--- config.mk ---
export PLATFORM = sky130hd
export DESIGN_NAME = motor_frame_deframer_core
export DESIGN_NICKNAME = d
export VERILOG_FILES = /design/src/sv/mfd_pkg.sv /design/src/sv/mfd_front.sv /design/src/sv/mfd_queue.sv /design/src/sv/mfd_back.sv /design/src/sv/motor_frame_deframer_core.sv
export SDC_FILE = /design/constraint.sdc
export NUM_CORES = 1
export LEC_CHECK = 0
export ABC_CLOCK_PERIOD_IN_PS = 4100
export BUFFER_PORTS_ARGS = -buffer_cell sky130_fd_sc_hd__buf_2
export CORE_AREA = 4 4 126 128
export DETAILED_ROUTE_END_ITERATION = 8
export DIE_AREA = 0 0 130 132
export MAX_ROUTING_LAYER = met4
export PLACE_DENSITY = 0.77
export SYNTH_ARGS = -nofsm -noshare
export SYNTH_HDL_FRONTEND = slang
export SYNTH_SLANG_ARGS = --single-unit
export TNS_END_PERCENT = 30
--- constraint.sdc ---
create_clock -name clk -period 4.1 [get_ports clk]
set_input_delay 0.205 -clock clk [delete_from_list [all_inputs] [get_ports clk]]
set_output_delay 0.205 -clock clk [all_outputs]
set_load 0.02 [all_outputs]
--- src/sv/mfd_pkg.sv ---
// Shared types, constants and helpers for the motor frame deframer.
// No dependencies; imported by every module of the block.
package mfd_pkg;

  localparam int unsigned FRAME_PAYLOAD_BYTES = 8;
  localparam int unsigned CHECKSUM_POSITION   = 8;
  localparam int unsigned POS_W               = 4;
  localparam int unsigned ONES_W              = 4;   // ones in one byte: 0..8
  localparam int unsigned TOTAL_W             = 7;   // ones in a payload: 0..64
  localparam int unsigned OUT_TDATA_W         = 72;  // 66 bits of fields, byte padded
  localparam int unsigned QUEUE_DEPTH_DEF     = 4;
  localparam logic [7:0]  STOP_VALUE_RESET    = 8'hFF;

  typedef enum logic [1:0] {
    KIND_PAYLOAD = 2'd0,
    KIND_CHECK   = 2'd1,
    KIND_STOP    = 2'd2
  } byte_kind_t;

  typedef enum logic [1:0] {
    STATUS_OK       = 2'd0,
    STATUS_SUM_ERR  = 2'd1,
    STATUS_STOP_ERR = 2'd2
  } frame_status_t;

  // One classified byte on its way from the front to the back.
  typedef struct packed {
    byte_kind_t         kind;
    logic [7:0]         data;
    logic [ONES_W-1:0]  ones;
    logic               stop_good;
  } qentry_t;

  function automatic logic [ONES_W-1:0] count_ones(input logic [7:0] v);
    logic [ONES_W-1:0] n;
    n = '0;
    for (int k = 0; k < 8; k++) begin
      n = n + ONES_W'(v[k]);
    end
    return n;
  endfunction

endpackage

--- src/sv/mfd_front.sv ---
// Front end: accepts received bytes, tracks frame position and stop hunting,
// tags each kept byte and pushes it into the queue. Depends on mfd_pkg.
module mfd_front import mfd_pkg::*; (
  input  logic       clk,
  input  logic       rst_n,
  input  logic       cfg_wr_en,
  input  logic [7:0] cfg_wr_data,
  input  logic       in_tvalid,
  output logic       in_tready,
  input  logic [7:0] in_tdata,
  output logic       push,
  output qentry_t    push_entry,
  input  logic       q_full
);

  logic [7:0]       stop_value_r;
  logic [POS_W-1:0] pos_r, pos_nxt;
  logic             hunt_r, hunt_nxt;
  logic             accept;
  logic             stop_good;

  assign in_tready = !q_full;
  assign accept    = in_tvalid && in_tready;
  assign stop_good = (in_tdata == stop_value_r);

  always_comb begin
    pos_nxt              = pos_r;
    hunt_nxt             = hunt_r;
    push                 = 1'b0;
    push_entry.kind      = KIND_PAYLOAD;
    push_entry.data      = in_tdata;
    push_entry.ones      = count_ones(in_tdata);
    push_entry.stop_good = stop_good;
    if (accept) begin
      if (hunt_r) begin
        // discard until the terminator, then realign
        if (stop_good) begin
          hunt_nxt = 1'b0;
          pos_nxt  = '0;
        end
      end else if (pos_r < POS_W'(FRAME_PAYLOAD_BYTES)) begin
        push    = 1'b1;
        pos_nxt = pos_r + 1'b1;
      end else if (pos_r == POS_W'(CHECKSUM_POSITION)) begin
        push            = 1'b1;
        push_entry.kind = KIND_CHECK;
        pos_nxt         = pos_r + 1'b1;
      end else begin
        push            = 1'b1;
        push_entry.kind = KIND_STOP;
        pos_nxt         = '0;
        hunt_nxt        = !stop_good;
      end
    end
  end

  always_ff @(posedge clk) begin
    if (!rst_n) begin
      stop_value_r <= STOP_VALUE_RESET;
      pos_r        <= '0;
      hunt_r       <= 1'b0;
    end else begin
      if (cfg_wr_en) begin
        stop_value_r <= cfg_wr_data;
      end
      pos_r  <= pos_nxt;
      hunt_r <= hunt_nxt;
    end
  end

  a_hunt_no_push: assert property (@(posedge clk) disable iff (!rst_n)
    hunt_r |-> !push)
    else $error("byte pushed while hunting for stop");

endmodule

--- src/sv/mfd_queue.sv ---
// Short FIFO of classified bytes between front and back.
// Depends on mfd_pkg for the entry type.
module mfd_queue import mfd_pkg::*; #(
  parameter int unsigned DEPTH = QUEUE_DEPTH_DEF
) (
  input  logic    clk,
  input  logic    rst_n,
  input  logic    push,
  input  qentry_t push_entry,
  output logic    full,
  input  logic    pop,
  output logic    empty,
  output qentry_t head
);

  localparam int unsigned PW = (DEPTH > 1) ? $clog2(DEPTH) : 1;
  localparam int unsigned CW = $clog2(DEPTH + 1);

  qentry_t       slots_r [DEPTH];
  logic [PW-1:0] wr_ptr_r, rd_ptr_r;
  logic [CW-1:0] count_r;

  assign full  = (count_r == CW'(DEPTH));
  assign empty = (count_r == '0);
  assign head  = slots_r[rd_ptr_r];

  always_ff @(posedge clk) begin
    if (push) begin
      slots_r[wr_ptr_r] <= push_entry;
    end
  end

  always_ff @(posedge clk) begin
    if (!rst_n) begin
      wr_ptr_r <= '0;
      rd_ptr_r <= '0;
      count_r  <= '0;
    end else begin
      if (push) begin
        wr_ptr_r <= (wr_ptr_r == PW'(DEPTH - 1)) ? '0 : wr_ptr_r + 1'b1;
      end
      if (pop) begin
        rd_ptr_r <= (rd_ptr_r == PW'(DEPTH - 1)) ? '0 : rd_ptr_r + 1'b1;
      end
      if (push && !pop) begin
        count_r <= count_r + 1'b1;
      end else if (pop && !push) begin
        count_r <= count_r - 1'b1;
      end
    end
  end

  a_no_overflow: assert property (@(posedge clk) disable iff (!rst_n)
    full |-> !push)
    else $error("push into full queue");

  a_no_underflow: assert property (@(posedge clk) disable iff (!rst_n)
    empty |-> !pop)
    else $error("pop from empty queue");

endmodule

--- src/sv/mfd_back.sv ---
// Back end: drains the queue, assembles payload, checksum match and status,
// and holds the finished frame in the output register. Depends on mfd_pkg.
module mfd_back import mfd_pkg::*; (
  input  logic                   clk,
  input  logic                   rst_n,
  input  logic                   q_empty,
  input  qentry_t                head,
  output logic                   pop,
  output logic                   out_tvalid,
  input  logic                   out_tready,
  output logic [OUT_TDATA_W-1:0] out_tdata
);

  logic [63:0]            payload_r;
  logic [TOTAL_W-1:0]     ones_r;
  logic                   match_r;
  logic                   out_valid_r;
  logic [OUT_TDATA_W-1:0] out_data_r;
  logic                   out_free;
  logic                   load;
  frame_status_t          status;

  assign out_free = !out_valid_r || out_tready;
  assign pop      = !q_empty && ((head.kind != KIND_STOP) || out_free);
  assign load     = pop && (head.kind == KIND_STOP);

  assign status = !head.stop_good ? STATUS_STOP_ERR :
                  (match_r ? STATUS_OK : STATUS_SUM_ERR);

  assign out_tvalid = out_valid_r;
  assign out_tdata  = out_data_r;

  always_ff @(posedge clk) begin
    if (pop) begin
      case (head.kind)
        KIND_PAYLOAD: payload_r <= {payload_r[55:0], head.data};
        default: ;
      endcase
    end
    if (load) begin
      // status, flags, third, second, first from the top down
      out_data_r <= {6'd0, status, payload_r[15:0], payload_r[31:16],
                     payload_r[47:32], payload_r[63:48]};
    end
  end

  always_ff @(posedge clk) begin
    if (!rst_n) begin
      ones_r      <= '0;
      match_r     <= 1'b0;
      out_valid_r <= 1'b0;
    end else begin
      if (pop) begin
        case (head.kind)
          KIND_PAYLOAD: ones_r  <= ones_r + TOTAL_W'(head.ones);
          KIND_CHECK:   match_r <= ({1'b0, ones_r} == head.data);
          KIND_STOP: begin
            ones_r  <= '0;
            match_r <= 1'b0;
          end
          default: ;
        endcase
      end
      if (load) begin
        out_valid_r <= 1'b1;
      end else if (out_tready) begin
        out_valid_r <= 1'b0;
      end
    end
  end

  a_frame_clears: assert property (@(posedge clk) disable iff (!rst_n)
    load |=> (ones_r == '0) && out_valid_r)
    else $error("frame end did not clear count or raise valid");

endmodule

--- src/sv/motor_frame_deframer_core.sv ---
// Top level of the motor frame deframer: front classifier, byte queue and
// frame assembler. Depends on mfd_pkg, mfd_front, mfd_queue, mfd_back.
//
// Usage:
//   in_*  : one received serial byte per item (in_tdata[7:0] = rx_byte).
//   out_* : one item per ten-byte frame, carrying the three big-endian
//           signed motor values, the flag word and a status
//           (ok, checksum mismatch, bad stop byte; bad stop wins).
//   cfg_* : cfg_wr_en high at a clock edge loads cfg_wr_data as the
//           expected stop byte. Write only while the block is idle.
// A frame is bytes 0..7 payload, byte 8 checksum (ones count of the
// payload), byte 9 stop. After a bad stop byte, bytes are dropped until
// one equals the stop value; the next byte then starts a new frame.
// Throughput: one byte per cycle while the queue has room. The front tags
// each byte as it is accepted; the back drains one tagged byte per cycle
// from the queue, but holds a stop byte while the output register is busy.
// A stop byte is queued first, then its frame loads the output register.
// Stall: while out_tready is low the finished frame holds in the output
// register; the back keeps absorbing payload bytes of the next frame and
// only waits at its stop byte, so in_tready drops once the queue fills.
// Reset (rst_n low, synchronous): queue empty, framing aligned to byte 0,
// no result pending, stop value back to 0xFF.
module motor_frame_deframer_core import mfd_pkg::*; #(
  parameter int unsigned QUEUE_DEPTH = QUEUE_DEPTH_DEF
) (
  input  logic                   clk,
  input  logic                   rst_n,
  input  logic                   cfg_wr_en,
  input  logic [7:0]             cfg_wr_data,  // stop_value
  input  logic                   in_tvalid,
  output logic                   in_tready,
  input  logic [7:0]             in_tdata,     // [7:0] rx_byte
  output logic                   out_tvalid,
  input  logic                   out_tready,
  // [15:0] motor_first, [31:16] motor_second, [47:32] motor_third,
  // [63:48] flag_bits, [65:64] frame_status, [71:66] zero
  output logic [OUT_TDATA_W-1:0] out_tdata
);

  logic    push, q_full, q_empty, pop;
  qentry_t push_entry, head;

  mfd_front u_front (
    .clk         (clk),
    .rst_n       (rst_n),
    .cfg_wr_en   (cfg_wr_en),
    .cfg_wr_data (cfg_wr_data),
    .in_tvalid   (in_tvalid),
    .in_tready   (in_tready),
    .in_tdata    (in_tdata),
    .push        (push),
    .push_entry  (push_entry),
    .q_full      (q_full)
  );

  mfd_queue #(.DEPTH(QUEUE_DEPTH)) u_queue (
    .clk        (clk),
    .rst_n      (rst_n),
    .push       (push),
    .push_entry (push_entry),
    .full       (q_full),
    .pop        (pop),
    .empty      (q_empty),
    .head       (head)
  );

  mfd_back u_back (
    .clk        (clk),
    .rst_n      (rst_n),
    .q_empty    (q_empty),
    .head       (head),
    .pop        (pop),
    .out_tvalid (out_tvalid),
    .out_tready (out_tready),
    .out_tdata  (out_tdata)
  );

endmodule
==> results of run 1 <==
layer usage:
layer  global-route usage (%)  part of all wire [%]  wire (µm)
met1                    20.61                    41       5401
met2                    26.07                    50       6592
met3                    3.039                   6.2        816
met4                    4.388                   2.1        277
met5                        -                     0          0
kinds of logic (layout without fill, tap and decap cells):
group,count (synthesis),after routing
flip-flops,221,221
AND/OR/NAND/NOR,66,66
buffers and inverters,40,174
AO/OA/AOI/OAI,32,32
multiplexers,25,25
adder cells (fa/ha/maj),23,23
XOR/XNOR,22,22
other,1,6
worst max-delay path: cells and delay by family (launching register included):
family	cells	cell delay, ns
compound gates	2	0.34
flops	1	0.57
simple gates	1	0.32
xor+xnor	1	0.16
fa+ha+maj	3	0.84
mux	1	0.55
buf+inv	3	0.27
report_power, final:
| part | switching, W | internal, W | total (W) |
|---|---|---|---|
| logic | 0.00103 | 0.000570 | 0.00160 |
| clock network | 0.000781 | 0.00107 | 0.00185 |
| registers | 0.000244 | 0.00327 | 0.00351 |
| total | 0.00206 | 0.00491 | 0.00697 |
metrics by stage:
| stage | area [µm²] | hold slack [ns] | setup WS, ns | total power [W] | std cells |
|---|---|---|---|---|---|
| 3_3_place_gp | 8673 | 0.4014 | 1.056 | 0.005073 | 701 |
| 4_1_cts | 9527 | 0.01360 | 0.9499 | 0.007050 | 757 |
| 6_report | 9527 | 0.02555 | 0.9888 | 0.006966 | 757 |
| 2_1_floorplan | 8034 | 0.3039 | 0.3421 | 0.004624 | 435 |
| 3_5_place_dp | 8673 | 0.4045 | 0.9418 | 0.005165 | 701 |
| 5_1_grt | 9527 | 0.03209 | 0.7202 | 0.007340 | 757 |
cells in the mapped netlist (all sizes together):
cell type / number
a31oi: 1
a311oi: 1
a21boi: 1
nand4: 1
mux4: 15
or4: 1
a211o: 1
or3b: 1
edfxtp: 190
and2: 6
xnor2: 6
nand3b: 1
a41oi: 1
inv: 26
nor4: 3
conb: 1
o31ai: 1
o21ai: 4
a32oi: 1
nor3: 7
buf: 10
nor2: 19
o21a: 2
nor2b: 2
or3: 1
nor4b: 1
dfxtp: 31
clkbuf: 4
xor2: 16
a22oi: 2
nor3b: 2
a21oi: 14
ha: 17
mux2i: 10
fa: 6
nand2: 19
a21o: 3
nand2b: 2
cell type report:
type	count	share of cell area, %
flip-flops and latches	221	66.40
clock inverters	13	1.129
inverters	26	1.024
well taps	188	2.469
repair buffers	109	6.987
clock buffers	26	6.042
multi-input cells	174	15.94
registers in the layout, indices dropped and copies added, names as in the netlist, named ones only:
name	flops
u_back.out_tdata	66
u_back.payload_r	64
u_queue.slots_r	60
u_front.stop_value_r	8
u_back.ones_r	7
u_front.pos_r	4
u_queue.count_r	3
u_queue.rd_ptr_r	2
u_queue.wr_ptr_r	2
u_back.match_r	1
u_back.out_tvalid	1
u_front.hunt_r	1
worst min-delay path by stage:
stage | depth (start not counted) | slack (ns) | endpoint | startpoint
after floorplan | 0 | 0.30 | u_queue.slots_r[0][10] | in_tdata[5]
after global placement | 0 | 0.40 | u_back.out_tdata[15] | u_back.payload_r[63]
after detailed placement | 0 | 0.40 | u_back.out_tdata[8] | u_back.payload_r[56]
after CTS | 2 | 0.01 | u_front.stop_value_r[2] | rst_n
after global routing | 2 | 0.03 | u_front.stop_value_r[4] | rst_n
final | 2 | 0.03 | u_front.stop_value_r[2] | rst_n
repair_timing:
item,in CTS,in global routing
endpoints found under the hold margin,41,0
hold buffers,17,0
endpoints found under the setup margin,0,0
==> out/qor.yml, run 1 <==
yosys:
  synth.mux.area_fraction_pct: 5.557
  ys_ff_latch: 221
  synth_largest_area_cell: "edfxtp_1"
  syn_area_mm2: 0.008015
  synth_compound_area_share_pct: 2.482
  synth_fa_ha_area_share_pct: 4.152
  synthSimpleGateAreaFrac_pct: 4.059
  synthDominantCellAreaShare_pct: 71.18
  netlist_instances: 430
  synth_top_family_by_area: "multiplexers"
  synth_area_per_cell_um2: 18.64
  synth_xor_area_share_pct: 2.404
  ys_warn_count: 0
  yosys-top-cells-area: "edfxtp_1 (71%), dfxtp_1 (7.7%), mux4_2 (3.7%), ha_1 (2.7%), xor2_1 (1.7%)"
  synth_cell_type_count: 42
  ys_seq_area_share_pct: 78.93
clock_network:
  cts-buffers-inserted: 22
  post_cts_resized: 0
  insertion_delay_ns: 0.49
  cts-htree-levels: 1
  path_clk_slew_ns: 0.06
  root_buffer: "clkbuf_16"
  clk_path_buf_depth: 3
  cts_sinks: 221
  cts_tree: "done"
  cts_setup_buffers: 0
detailed_routing:
  drt_iter0_drc: 224
  vias_per_cell: 5.210
  drcViolationCount: 0
  wirelength_mm: 13.09
  wl_per_cell_um: 17.29
  drtPass1Iterations: 4
  antenna_left: 0
  vias: 3944
die:
  start_util_pct: 53.92
  rows: 45
  boundaryPins: 95
  die_w_um: 130
  die_y_um: 132
  die_area_mm2: 0.01716
  core-area_mm2: 0.01486
worst_setup_path:
  crit_end: "u_queue.count_r[2]"
  startpoint_type: "register"
  slowest_stage: "dfxtp_1"
  path_max_fanout: 8
  slowest_delay_ns: 0.57
  crit_top_cell: "inv_1"
  crit_path_end_kind: "register"
  worstSetupPathType: "reg -> reg"
  crit_arrival_ns: 3.54
  cp_cell_sequence: "mux4_2, inv_1, ha_1, a21oi_1, inv_1, ha_1, inv_1, fa_1, xor2_1, or3_1, a21oi_1"
  cp.required_ns: 4.52
  reg2reg_depth: 11
  rrSetupSlack_ns: 0.99
  r2r_end: "u_queue.count_r[2]"
layout:
  final_common_cell: "edfxtp_1"
  nNetsFinal: 598
  multi_input_area_mm2: 0.001519
  diodes: 0
  seqCellArea_mm2: 0.006326
  fillers: 1051
  synthToLayoutAreaGrowth_pct: 18.86
  layout_common_cells: "edfxtp_1 (190), buf_2 (88), dfxtp_1 (31)"
  drive_above_1_share_pct: 25.13
  final_core_util_pct: 64.09
power:
  ir_drop_mv: 0.4372
  cellLeakagePower_nw: 3.525
  power_density_mw_per_mm2: 731.2
grt:
  grt_overflow_total: 0
  grt_max_degree: 68
  grt_pass1_wl_mm: 21.02
  antenna_found_initial: 0
  grt_pass1_vias: 4067
  track_usage_pct: 15.94
placement:
  place.gp.congestion: 0.8088
  dpl.hpwl_mm: 8.529
  io_buffers: 88
timing:
  rsz0062_at_grt: "no"
  slew_headroom_pct: 43.18
  fmax_mhz: 321.4
  hold_viol: 0
  worstMarginPinSlew_ns: 0.8522
  slew_viol_final: 0
  min_period_ns: 3.111
  fin_crit_sh_pct: 75.88
  fin_worst_skew_ns: 0.01410
  setup_violations: 0
  setup_tns_ns: 0
hold_path:
  hp-class: "in -> reg"
flow_run:
  cap_violations: 0
outcome:
  status: "finished clean"
No activity file was read; power rests on OpenSTA's default activity.
==> run 2, diff against run 1 <==
ABC_AREA = 1   (was default)
ABC_CLOCK_PERIOD_IN_PS = 2900   (was 4100)
CORE_AREA = 4 4 128 130   (was 4 4 126 128)
DIE_AREA = 0 0 132 134   (was 0 0 130 132)
clock period = 2.9 ns   (was 4.1 ns; I/O delays follow)
==> run 2 against run 1 <==
Die area grew 3.1%; power grew 53%; non-clock buffer count grew 15; sequential share of layout area shrank 2.6 points; cell count grew 22%; sequential cell count is the same; wire length grew 11%; sequential power grew 47%; via count grew 21%; clock skew shrank 0.0016 ns; critical path depth shrank 2; synthesized cell count grew 35%.
==> out/qor.yml, run 2 <==
yosys:
  synthSimpleGateAreaFrac_pct: 9.979
  ys_ff_latch: 221
  yosys-top-cells-area: "edfxtp_1 (69%), dfxtp_1 (7.5%), nand2_1 (4.8%), ha_1 (2.6%), inv_1 (2.6%)"
  synth.most_common_cell: "edfxtp_1"
  syn_area_mm2: 0.008225
  synthDominantCellAreaShare_pct: 69.36
  synth_compound_area_share_pct: 3.909
  ys_warn_count: 0
  synth_cell_type_count: 33
  synth_ff_type: "edfxtp_1"
  synth.mux.area_fraction_pct: 0
  async_flop_share_pct: 0
  ys_seq_area_share_pct: 76.91
  synth_edf_count: 190
  synth_area_per_cell_um2: 14.16
  synth_xor_area_share_pct: 0.8518
  synth_largest_area_cell: "edfxtp_1"
  synth_commonest_cells: "edfxtp_1 (190), nand2_1 (106), inv_1 (56)"
  synth_fa_ha_area_share_pct: 4.046
  synth_top_family_by_area: "simple AND/OR/NAND/NOR gates"
  netlist_instances: 581
worst_setup_path:
  crit_path_end_kind: "register"
  slowest_stage: "dlygate4sd3_1"
  cp_cell_sequence: "dlygate4sd3_1, buf_4, ha_1, inv_1, fa_1, fa_1, fa_2, fa_1, xnor2_2"
  cp-startpoint: "in_tdata[0]"
  worstSetupPathType: "in -> reg"
  r2r_end: "u_queue.count_r[2]"
  reg2reg_depth: 13
  slowest_delay_ns: 0.57
  crit_arrival_ns: 3.10
  path_max_fanout: 6
  rrSetupSlack_ns: 0.50
  crit_top_cell: "fa_1"
  cp.required_ns: 3.13
  startpoint_type: "primary input"
die:
  start_util_pct: 54.31
  boundaryPins: 95
  die_area_mm2: 0.01769
  core-area_mm2: 0.01515
  die_w_um: 132
  rows: 45
  die_y_um: 134
clock_network:
  cts_tree: "done"
  clk_path_buf_depth: 3
  cts_sinks: 221
  insertion_delay_ns: 0.50
  path_clk_slew_ns: 0.06
  cts-htree-levels: 1
  root_buffer: "clkbuf_16"
  cts-buffers-inserted: 22
timing:
  slew_headroom_pct: 64.07
  worstMarginPinSlew_ns: 0.5384
  fin_worst_skew_ns: 0.01248
  fin_crit_sh_pct: 99.13
  rsz0062_at_grt: "yes"
  hold_viol: 0
  slew_viol_final: 0
  setup_violations: 0
  fmax_mhz: 347.9
  min_period_ns: 2.875
  setup_tns_ns: 0
layout:
  fillers: 1034
  synthToLayoutAreaGrowth_pct: 20.54
  layout_common_cells: "edfxtp_1 (190), nand2_1 (106), buf_2 (87)"
  drive_above_1_share_pct: 21.58
  diodes: 0
  nNetsFinal: 760
  final_core_util_pct: 65.46
  largest_reg_flops: 66
  final_common_cell: "edfxtp_1"
detailed_routing:
  wirelength_mm: 14.59
  vias: 4776
  vias_per_cell: 5.191
  drcViolationCount: 0
  wl_per_cell_um: 15.85
  antenna_left: 0
  drt_iter0_drc: 290
  drtPass1Iterations: 5
flow_run:
  cap_violations: 0
power:
  ir_drop_mv: 0.4590
  p_seq_share_pct: 48.5
  switching_share_pct: 31.46
  cellLeakagePower_nw: 3.867
  switching_power_w: 0.003358
  internal-power_w: 0.007315
  clkPwrFrac_pct: 26.2
  power_density_mw_per_mm2: 1076
  power_w: 0.01067
  p_comb_share_pct: 25.3
grt:
  grt_pass1_wl_mm: 23.38
  grt_pass1_vias: 4706
  grt_max_degree: 40
  grt_overflow_total: 0
  track_usage_pct: 16.86
  antenna_found_initial: 0
hold_path:
  hold_depth: 3
  min_to: "u_front.stop_value_r[6]"
  hold_start: "cfg_wr_en"
  hp-class: "in -> reg"
outcome:
  status: "finished clean"
placement:
  place.gp.congestion: 0.7815
  dpl.hpwl_mm: 9.189
  io_buffers: 88
==> run 2: logic make-up (layout without fill, tap and decap cells) <==
group	Yosys count	after routing
buffers and inverters	81	227
AOI/OAI and AO/OA	58	58
xor gates and xnor gates	8	8
DFF	221	221
other	1	6
and+or+nand+nor	189	189
adders and majority gates	23	23
==> run 2: how the worst max path moves through the flow <==
stage | end | slack, ns
final | u_queue.slots_r[3][3] | 0.03
after global routing | u_queue.slots_r[1][3] | -0.04
after CTS | u_queue.slots_r[1][3] | 0.03
after detailed placement | u_queue.slots_r[1][3] | 0.09
after global placement | u_queue.slots_r[0][3] | 0.16
after floorplan | u_back.ones_r[6] | -0.06
==> run 2: timing repair <==
item                                   4_1_cts  5_1_grt
endpoints found under the hold margin       41        0
resized for setup                            0        3
hold buffers                                21        0
buffers inserted                             0        0
setup endpoints to repair                    0        8
==> run 2: stage by stage <==
step	setup slack (ns)	instance area (µm²)	hold WS (ns)	cells
after floorplan	-0.06487	8280	0.2439	586
after global placement	0.1570	8960	0.3535	859
after detailed placement	0.08775	8960	0.3600	859
after CTS	0.03294	9902	0.002083	920
after global routing	-0.03748	9915	0.05443	920
final	0.02523	9915	0.02423	920
==> run 2: final cells by class <==
type	count	area (µm²)	area share [%]
Clock buffer	24	558.0	5.628
Clock inverter	16	173.9	1.754
Inverter	63	236.5	2.385
Multi-Input combinational cell	284	1593	16.07
Sequential cell	221	6327	63.82
Tap cell	188	235.2	2.373
Timing Repair Buffer	124	790.8	7.976
==> run 2: critical path, delay by kind of cell <==
family,cells,cell delay (ns)
buffers and inverters,3,0.82
adders and majority gates,5,1.97
xor gates and xnor gates,1,0.17
==> run 2: metal layers <==
| metal | up-vias | wire [µm] | share of wire, % | global-route usage (%) |
|---|---|---|---|---|
| met5 | - | 0 | 0 | - |
| met2 | 175 | 7339 | 50 | 28.91 |
| met3 | 34 | 898 | 6.2 | 3.338 |
| met1 | 2284 | 5934 | 41 | 20.13 |
| li1 | 2283 | - | - | - |
| met4 | 0 | 413 | 2.8 | 5.776 |
==> run 2: power groups by stage <==
stage / Clock, W / Combinational (W) / Sequential (W)
2_1_floorplan: 0 / 0.00148 / 0.00554
3_3_place_gp: 0 / 0.00259 / 0.00519
3_5_place_dp: 0 / 0.00269 / 0.00524
4_1_cts: 0.00286 / 0.00272 / 0.00519
5_1_grt: 0.00301 / 0.00300 / 0.00527
6_report: 0.00280 / 0.00270 / 0.00517
